<file path="src/rtl/mhml_pkg.sv">
// Shared types and constants for the multiplicative hash / mod-length core.
// No dependencies; imported by every module of the block.
`default_nettype none

package mhml_pkg;

    localparam int BYTE_W = 8;
    localparam int HASH_W = 32;
    localparam int CNT_W  = 16;
    localparam int REM_W  = CNT_W;
    localparam int STEP_W = $clog2(HASH_W);

    localparam logic [HASH_W-1:0] HASH_MULT = HASH_W'(37);
    localparam logic [CNT_W-1:0]  COUNT_MAX = {CNT_W{1'b1}};
    localparam logic [STEP_W-1:0] STEP_LAST = STEP_W'(HASH_W - 1);

    typedef enum logic [1:0] {
        ST_ACCUM,
        ST_DIV,
        ST_LOAD
    } mhml_state_t;

    typedef struct packed {
        logic start;
    } div_ctrl_t;

    typedef struct packed {
        logic done;
    } div_stat_t;

endpackage

`default_nettype wire

</file>
<file path="src/rtl/mhml_accum.sv">
// Running hash (hash * 37 + byte, mod 2^32) and saturating byte counter.
// Depends on mhml_pkg.
`default_nettype none

module mhml_accum (
    input  wire logic                       clk,
    input  wire logic                       rst_n,
    input  wire logic                       beat,
    input  wire logic                       last_byte,
    input  wire logic [mhml_pkg::BYTE_W-1:0] byte_value,
    output logic      [mhml_pkg::HASH_W-1:0] hash_upd,
    output logic      [mhml_pkg::CNT_W-1:0]  count_upd,
    output logic                             ovf_upd
);
    import mhml_pkg::*;

    logic [HASH_W-1:0] hash_reg, hash_next;
    logic [CNT_W-1:0]  count_reg, count_next;
    logic              ovf_reg, ovf_next;
    logic              at_max;

    // constant multiply; synthesis folds it into shift-adds
    assign hash_upd  = hash_reg * HASH_MULT + HASH_W'(byte_value);
    assign at_max    = (count_reg == COUNT_MAX);
    assign count_upd = at_max ? count_reg : count_reg + CNT_W'(1);
    assign ovf_upd   = ovf_reg | at_max;

    always_comb
    begin
        hash_next  = hash_reg;
        count_next = count_reg;
        ovf_next   = ovf_reg;
        if (beat)
        begin
            if (last_byte)
            begin
                hash_next  = '0;
                count_next = '0;
                ovf_next   = 1'b0;
            end
            else
            begin
                hash_next  = hash_upd;
                count_next = count_upd;
                ovf_next   = ovf_upd;
            end
        end
    end

    always_ff @(posedge clk or negedge rst_n)
    begin
        if (!rst_n)
        begin
            hash_reg  <= '0;
            count_reg <= '0;
            ovf_reg   <= 1'b0;
        end
        else
        begin
            hash_reg  <= hash_next;
            count_reg <= count_next;
            ovf_reg   <= ovf_next;
        end
    end

endmodule

`default_nettype wire

</file>
<file path="src/rtl/mhml_div.sv">
// Restoring remainder unit: one dividend bit per cycle through a shared
// 17-bit subtractor. Depends on mhml_pkg.
`default_nettype none

module mhml_div (
    input  wire logic                       clk,
    input  wire logic                       rst_n,
    input  wire mhml_pkg::div_ctrl_t        ctrl,
    input  wire logic [mhml_pkg::HASH_W-1:0] dividend,
    input  wire logic [mhml_pkg::CNT_W-1:0]  divisor,
    output mhml_pkg::div_stat_t             stat,
    output logic      [mhml_pkg::REM_W-1:0]  remainder
);
    import mhml_pkg::*;

    logic [REM_W-1:0]  rem_reg, rem_next;
    logic [HASH_W-1:0] dvd_reg, dvd_next;
    logic [CNT_W-1:0]  dvs_reg, dvs_next;
    logic [STEP_W-1:0] step_reg, step_next;
    logic              busy_reg, busy_next;

    logic [REM_W:0]    trial;
    logic [REM_W:0]    diff;
    logic [REM_W-1:0]  rem_step;

    // partial remainder stays below the divisor, so trial < 2 * divisor
    assign trial    = {rem_reg, dvd_reg[HASH_W-1]};
    assign diff     = trial - {1'b0, dvs_reg};
    assign rem_step = diff[REM_W] ? trial[REM_W-1:0] : diff[REM_W-1:0];

    assign stat.done = busy_reg && (step_reg == STEP_LAST);
    assign remainder = rem_reg;

    always_comb
    begin
        rem_next  = rem_reg;
        dvd_next  = dvd_reg;
        dvs_next  = dvs_reg;
        step_next = step_reg;
        busy_next = busy_reg;
        if (ctrl.start)
        begin
            rem_next  = '0;
            dvd_next  = dividend;
            dvs_next  = divisor;
            step_next = '0;
            busy_next = 1'b1;
        end
        else if (busy_reg)
        begin
            rem_next  = rem_step;
            dvd_next  = {dvd_reg[HASH_W-2:0], 1'b0};
            step_next = step_reg + STEP_W'(1);
            busy_next = (step_reg != STEP_LAST);
        end
    end

    always_ff @(posedge clk or negedge rst_n)
    begin
        if (!rst_n)
        begin
            step_reg <= '0;
            busy_reg <= 1'b0;
        end
        else
        begin
            step_reg <= step_next;
            busy_reg <= busy_next;
        end
    end

    always_ff @(posedge clk)
    begin
        rem_reg <= rem_next;
        dvd_reg <= dvd_next;
        dvs_reg <= dvs_next;
    end

endmodule

`default_nettype wire

</file>
<file path="src/rtl/multiplicative_hash_mod_length_core.sv">
// Top level: byte stream in, one hash-mod-length result per message out.
// Depends on mhml_pkg, mhml_accum, mhml_div.
//
// Usage:
//   Input stream (s_*): one message byte per beat in s_tdata, s_tlast on the
//   final byte. Non-final bytes are taken one per cycle; each updates a
//   32-bit running hash (hash * 37 + byte) and a byte count that saturates
//   at 65535 (a byte past that marks the message as too long).
//   Output stream (m_*): one beat per message. m_tdata holds the hash modulo
//   the byte count; m_tuser is the too-long flag (remainder then zero).
//   Result path: the final byte starts a restoring remainder unit that handles
//   one dividend bit per cycle over the 32-bit hash, then the result is loaded
//   into the output register. A too-long message skips the unit and goes
//   straight to the output register. s_tready is low from the final byte
//   until the result enters the output register.
//   Stall: the output register holds the result while m_tready is low. The
//   next message's bytes keep flowing meanwhile and its final byte is taken;
//   once its result is ready it waits for the output slot with s_tready low.
//   Reset (rst_n low, asynchronous) clears hash, count, flags and m_tvalid.
`default_nettype none

module multiplicative_hash_mod_length_core (
    input  wire logic                       clk,
    input  wire logic                       rst_n,
    // slave stream
    input  wire logic                       s_tvalid,
    output logic                            s_tready,
    input  wire logic [mhml_pkg::BYTE_W-1:0] s_tdata,   // [7:0] byte_value
    input  wire logic                       s_tlast,   // last_byte
    // master stream
    output logic                            m_tvalid,
    input  wire logic                       m_tready,
    output logic      [mhml_pkg::REM_W-1:0]  m_tdata,   // [15:0] hash_remainder
    output logic                            m_tuser    // [0] too_long
);
    import mhml_pkg::*;

    mhml_state_t       state_reg, state_next;

    logic              beat;
    logic              last_beat;
    logic              out_free;
    logic              load_out;

    logic [HASH_W-1:0] hash_upd;
    logic [CNT_W-1:0]  count_upd;
    logic              ovf_upd;

    div_ctrl_t         div_ctrl;
    div_stat_t         div_stat;
    logic [REM_W-1:0]  div_rem;

    logic              long_pend_reg, long_pend_next;
    logic              m_valid_reg, m_valid_next;
    logic [REM_W-1:0]  m_data_reg, m_data_next;
    logic              m_user_reg, m_user_next;

    assign beat      = s_tvalid && s_tready;
    assign last_beat = beat && s_tlast;
    assign out_free  = !m_valid_reg || m_tready;

    mhml_accum u_accum (
        .clk        (clk),
        .rst_n      (rst_n),
        .beat       (beat),
        .last_byte  (s_tlast),
        .byte_value (s_tdata),
        .hash_upd   (hash_upd),
        .count_upd  (count_upd),
        .ovf_upd    (ovf_upd)
    );

    mhml_div u_div (
        .clk       (clk),
        .rst_n     (rst_n),
        .ctrl      (div_ctrl),
        .dividend  (hash_upd),
        .divisor   (count_upd),
        .stat      (div_stat),
        .remainder (div_rem)
    );

    // next state
    always_comb
    begin
        state_next = state_reg;
        unique case (state_reg)
            ST_ACCUM:
            begin
                if (last_beat)
                begin
                    state_next = ovf_upd ? ST_LOAD : ST_DIV;
                end
            end
            ST_DIV:
            begin
                if (div_stat.done)
                begin
                    state_next = ST_LOAD;
                end
            end
            ST_LOAD:
            begin
                if (out_free)
                begin
                    state_next = ST_ACCUM;
                end
            end
            default:
            begin
                state_next = ST_ACCUM;
            end
        endcase
    end

    // state outputs
    always_comb
    begin
        s_tready       = 1'b0;
        load_out       = 1'b0;
        div_ctrl.start = 1'b0;
        unique case (state_reg)
            ST_ACCUM:
            begin
                s_tready       = 1'b1;
                div_ctrl.start = s_tvalid && s_tlast && !ovf_upd;
            end
            ST_DIV:
            begin
                s_tready = 1'b0;
            end
            ST_LOAD:
            begin
                load_out = out_free;
            end
            default:
            begin
                s_tready = 1'b0;
            end
        endcase
    end

    // too-long flag held across the divide / load wait
    assign long_pend_next = last_beat ? ovf_upd : long_pend_reg;

    // output register
    always_comb
    begin
        m_valid_next = m_valid_reg;
        m_data_next  = m_data_reg;
        m_user_next  = m_user_reg;
        if (load_out)
        begin
            m_valid_next = 1'b1;
            m_data_next  = long_pend_reg ? '0 : div_rem;
            m_user_next  = long_pend_reg;
        end
        else if (m_tready)
        begin
            m_valid_next = 1'b0;
        end
    end

    always_ff @(posedge clk or negedge rst_n)
    begin
        if (!rst_n)
        begin
            state_reg     <= ST_ACCUM;
            long_pend_reg <= 1'b0;
            m_valid_reg   <= 1'b0;
        end
        else
        begin
            state_reg     <= state_next;
            long_pend_reg <= long_pend_next;
            m_valid_reg   <= m_valid_next;
        end
    end

    always_ff @(posedge clk)
    begin
        m_data_reg <= m_data_next;
        m_user_reg <= m_user_next;
    end

    assign m_tvalid = m_valid_reg;
    assign m_tdata  = m_data_reg;
    assign m_tuser  = m_user_reg;

endmodule

`default_nettype wire

</file>
<file path="config.mk">
export PLATFORM = sky130hd
export DESIGN_NAME = multiplicative_hash_mod_length_core
export DESIGN_NICKNAME = d
export VERILOG_FILES = /design/src/rtl/mhml_pkg.sv /design/src/rtl/mhml_accum.sv /design/src/rtl/mhml_div.sv /design/src/rtl/multiplicative_hash_mod_length_core.sv
export SDC_FILE = /design/constraint.sdc
export NUM_CORES = 1
export LEC_CHECK = 0
export BUFFER_PORTS_ARGS = -buffer_cell sky130_fd_sc_hd__buf_2
export CORE_MARGIN = 3
export CORE_UTILIZATION = 66
export CTS_CLUSTER_SIZE = 14
export DETAILED_ROUTE_END_ITERATION = 6
export PLACE_DENSITY = 0.84
export SYNTH_ARGS = -nofsm -noshare
export SYNTH_HDL_FRONTEND = slang
export SYNTH_SLANG_ARGS = --single-unit
</file>
<file path="constraint.sdc">
create_clock -name clk -period 6.4 [get_ports clk]
set_input_delay 0.96 -clock clk [delete_from_list [all_inputs] [get_ports clk]]
set_output_delay 0.96 -clock clk [all_outputs]
set_load 0.01 [all_outputs]
</file>
After elaboration in Yosys (flattened, before gate mapping)

Cells that the tools add are included.

Bitwise gates (word level): 1
Equality and inequality tests: 8
Multiply operators: 1
Reduce and logical (&&, ||, !) cells: 12
Multiplexer cells: 21
Add/subtract/negate cells: 4

Operators with widths:

| kind                    | count |
|---|---|
| $mux W32                | 3 |
| $mux W16                | 3 |
| $add A32 B8 Y32         | 1 |
| $mul A32 B6 Y32 const B | 1 |
| $sub A17 B16 Y17        | 1 |
| $add A16 B1 Y16 const B | 1 |
| $eq A16 B16 Y1 const B  | 1 |
| $mux W5                 | 2 |
| $mux W1                 | 8 |
| $mux W2                 | 4 |
| $ne A2 B2 Y1 const B    | 3 |
| $pmux W2 S3             | 1 |
| $add A5 B1 Y5 const B   | 1 |
| $eq A5 B5 Y1 const B    | 1 |
| $logic_and A1 B1 Y1     | 5 |
| $ne A5 B5 Y1 const B    | 1 |
| $reduce_bool A2 Y1      | 2 |
| $reduce_and A3 Y1       | 1 |
| $eq A2 B1 Y1 const B    | 1 |
| $eq A2 B2 Y1 const B    | 1 |
| $logic_not A1 Y1        | 2 |
| $logic_not A2 Y1        | 1 |
| $logic_or A1 B1 Y1      | 1 |
| $or A1 B1 Y1            | 1 |

Word-level logic and storage cells: 60
Bits of input ports: 13
Bits in registers: 140
Output and inout port bits: 19

Depth between registers and ports, before layout

Depth in word-level cells: 6
Gate-level depth with buffers: 15
Gate-level depth less buffers: 15

Cells and area by module

Synthesis repeated with hierarchy kept, for this count alone.

Cell total of the unflattened synthesis: 1068
Area, all modules: 10926.7 um2

By module, submodules not included:

| module                              | instances | area an instance (um2) | sequential area each (um2) | cells each |
|---|---|---|---|---|
| mhml_accum                          | 1         | 6353.6                 | 1226.2                     | 699 |
| mhml_div                            | 1         | 3733.6                 | 1911.8                     | 315 |
| multiplicative_hash_mod_length_core | 1         | 839.6                  | 610.6                      | 54 |

Least setup slack after synthesis

Ideal clock, no wire load.

Path kind: reg2reg
Start: register u_accum.hash_reg[5]
End: register u_div.dvd_reg[28], data pin
Path slack: 2.231 ns
Library setup time: 0.264 ns
Path buffers: 0
Data required time: 6.136 ns
Period minus slack after synthesis: 4.169 ns
Stages on the path, launching flop included: 16
Arrival time: 3.905 ns
Cells stage by stage: dfrtp_1 ha_1 ha_1 fa_1 inv_1 fa_1 inv_1 ha_1 a21oi_1 nor2_1 a311oi_1 o2bb2ai_1 o41a_1 a41oi_1 xor2_1 o21ai_1

Word-level cells in the longest chain between the ends: 3

RTL lines:

| item                   | line             | source |
|---|---|---|
| from (decl)            | mhml_accum.sv:17 | `logic [HASH_W-1:0] hash_reg, hash_next;` |
| from (signal assigned) | mhml_accum.sv:60 | `hash_reg <= hash_next;` |
| $mul A32 B6 Y32        | mhml_accum.sv:23 | `assign hash_upd = hash_reg * HASH_MULT + HASH_W'(byte_value);` |
| $add A32 B8 Y32        | mhml_accum.sv:23 |  |
| $mux W32               | mhml_div.sv:41   | `if (ctrl.start)` |
| via u_div.dvd_next[28] | mhml_div.sv:17   | `logic [HASH_W-1:0] dvd_reg, dvd_next;` |
| to (signal assigned)   | mhml_div.sv:75   | `dvd_reg <= dvd_next;` |
| to (decl)              | mhml_div.sv:17   |  |

The timed path passes the listed nets, and every way through them passes these cells.
A chain may end at the register's enable or synchronous reset.

Worst setup path in the final report

Start: register u_accum.hash_reg[5]
End: register u_div.dvd_reg[23], data pin

The elaborated chain is that of the path after synthesis.

==> results.cfg <==
[clocking]
clk_pin_slew_ps = 60
cts_tree = yes
post-cts-setup-buffer-count = 0
clk_path_buf_depth = 2
hold_buffers = 0
cts_resized = 0
clk_latency_ps = 430
clock_sinks = 140
clock-root-buffer = clkbuf_16
numCtsBuffers = 17
htreeDepth = 4

[power_and_ir_drop]
total_leakage_power_nw = 5.32
p_comb_frac = 0.601
p_switching_mw = 2.99
p_int_mw = 3.47
power_density_nw_per_um2 = 587
p_sw_frac = 0.463
power_mw = 6.46
share_seq_of_total_power = 0.245
vdd.ir_drop.worst_v = 0.000372
clockPowerShare = 0.154

[setup_path]
end_kind = flip-flop
critical_path_arrival_ps = 4670
critPathLaunchType = flip-flop
cp.required_ps = 6560
max_stage_delay_ps = 530
crit_path_cell_trace = ha_1 > ha_1 > fa_1 > inv_1 > fa_1 > inv_1 > ha_1 > inv_1 > nor2_1 > o221ai_1 > a211oi_1 > nor2_1 > o21bai_1 > xnor2_1 > o21ai_0
worstSetupPathType = reg -> reg
cp_slowest_cell = fa_1
crit_fanout = 5

[sta]
worstMarginPinSlew_ps = 1210
finalSetupViolCount = 0
hold_violations = 0
period_needed_ps = 4510
max_slew_margin = 0.190
max_freq_mhz = 222
rsz0062_at_grt = false
setup_tns_ps = 0
post-route-period-util = 0.705
drv_slew = 0
fin_ws_ps = 1890
clock_skew_ps = 12.2

[logic_synthesis]
async_flop_share = 0.421
yosys.area.top_type = edfxtp_1
netlist_area_sq_um = 10100
synth.most_common_cell = ha_1
ys_ff_latch = 140
synth_area_per_cell_sq_um = 9.91
synth_top_cells_by_area = edfxtp_1 19%, ha_1 17%, dfrtp_1 15%, fa_1 6.1%, nand2_1 4.1%
syn_inst = 1022
yosys.area.top_type_share = 0.193
synth-edff-count = 65
synth_fp_nets = 1200
synth-warning-count = 0
synthFlopType = edfxtp_1
ys_types = 71
ys_seq_area_frac = 0.370
yosys-top-cells-count = 134 x ha_1, 111 x nand2_1, 81 x inv_1

[global_routing]
grt-ovfl-total = 0
grt_max_degree = 86
track_usage = 0.265
grt_pass1_vias = 7406
grt_pass1_wl_um = 35500
antenna_found_initial = 0

[floorplanning]
fp.dieH_um = 130
fp-row-count = 44
initial_utilization = 0.686
die_w_um = 130
io_pins = 32
dieArea_sq_um = 16900
coreArea_sq_um = 14800

[routing]
drt_iter0_drc = 591
drt_pass1_iterations = 6
top_layer = met4
via_per_inst = 6.17
drc = 0
routedWlPerCell_um = 17.1
vias = 7639
wl_met1_um = 9570
met2_length_um = 9770
totalWireLength_um = 21200
route.met3.wl_um = 1220
ant_nets = 0

[cells_and_area]
area_growth_syn_to_layout_pct = 8.64
n_antenna_cell = 0
nets = 1220
fillers = 1022
layout-drive-gt1-share = 0.0853

[placement]
dp_slack_ps = 1950
io_buffer_count = 31
gp_congestion = 0.956
dp_hpwl_um = 15100

[job]
drv_cap = 0

[min_path]
min_path_type = reg -> reg

[outcome]
status = completed
power groups by stage:
stage / clock [mW] / sequential, mW / combinational [mW]
after floorplan: 0 / 1.47 / 3.02
after global placement: 0 / 1.58 / 3.63
after detailed placement: 0 / 1.59 / 3.81
after CTS: 1.00 / 1.58 / 3.86
after global routing: 1.04 / 1.62 / 4.38
final: 0.992 / 1.59 / 3.88
kinds of logic (layout without fill, tap and decap cells):
logic type	count (synthesis)	in the layout	share of synthesized area
buf+inv	118	151	0.0452
compound gates	247	247	0.160
fa+ha+maj	165	165	0.227
mux	22	22	0.0222
flops	140	140	0.370
simple gates	276	276	0.128
xor+xnor	54	54	0.0474
layout by cell type (no fill, tap or decap), drive strengths merged, types with 4 or more instances in the layout:
| cell | netlist | layout |
|---|---|---|
| nand2 | 111 | 111 |
| inv | 82 | 88 |
| nor3 | 14 | 14 |
| clkbuf | 26 | 18 |
| a21o | 20 | 20 |
| o21bai | 4 | 4 |
| and2 | 5 | 5 |
| o31ai | 29 | 29 |
| a21oi | 56 | 56 |
| a22o | 5 | 5 |
| a211oi | 8 | 8 |
| ha | 134 | 134 |
| nor2 | 60 | 60 |
| nand4 | 7 | 7 |
| mux2 | 4 | 4 |
| dfxtp | 16 | 16 |
| xor2 | 20 | 20 |
| and3 | 10 | 10 |
| nand3 | 20 | 20 |
| buf | 10 | 37 |
| edfxtp | 65 | 65 |
| fa | 31 | 31 |
| xnor2 | 34 | 34 |
| nand2b | 7 | 7 |
| clkinv | 0 | 4 |
| or2 | 4 | 4 |
| nor2b | 23 | 23 |
| o31a | 5 | 5 |
| o21ai | 75 | 75 |
| dfrtp | 59 | 59 |
| a31oi | 9 | 9 |
| mux2i | 18 | 18 |
| o21a | 8 | 8 |
final timing paths:
path	slack, ps	cells past startpoint	start	endpoint
hold reg to reg	510	1	state_reg[0]	state_reg[1]
setup / recovery	1890	15	u_accum.hash_reg[5]	u_div.dvd_reg[23]
min in group asynchronous	710	2	rst_n	u_accum.hash_reg[30]
setup reg to reg	1890	15	u_accum.hash_reg[5]	u_div.dvd_reg[23]
hold / removal	510	1	state_reg[0]	state_reg[1]
max in group asynchronous	5150	2	rst_n	u_accum.count_reg[2]
cell type report:
type | instances | area, sq um | area share
flip-flops and latches | 140 | 3750 | 0.341
well taps | 184 | 230 | 0.0209
clock buffers | 18 | 429 | 0.0390
repair buffers | 37 | 200 | 0.0182
clock inverters | 14 | 158 | 0.0143
inverters | 82 | 308 | 0.0280
multi-input cells | 764 | 5930 | 0.539
metrics by stage:
step / utilization / area [sq um] / cells / hold slack [ps]
final: 0.746 / 11000 / 1239 / 506
after global routing: 0.746 / 11000 / 1239 / 512
after CTS: 0.746 / 11000 / 1239 / 500
after detailed placement: 0.706 / 10400 / 1207 / 499
after global placement: 0.706 / 10400 / 1207 / 476
after floorplan: - / 10100 / 1022 / 453
critical path, delay by kind of cell, from the launching register on:
| kind | cells | cell delay, ps |
|---|---|---|
| compound gates | 4 | 1050 |
| xor+xnor | 1 | 240 |
| simple gates | 2 | 350 |
| fa+ha+maj | 5 | 2000 |
| flops | 1 | 420 |
| buf+inv | 3 | 170 |
layer usage:
metal  up-vias  GRT usage
li1       3691          -
met1      3640      0.366
met2       254      0.422
met3        54     0.0524
met4         0     0.0954
met5         -          0
(Power assumes the default switching activity.)
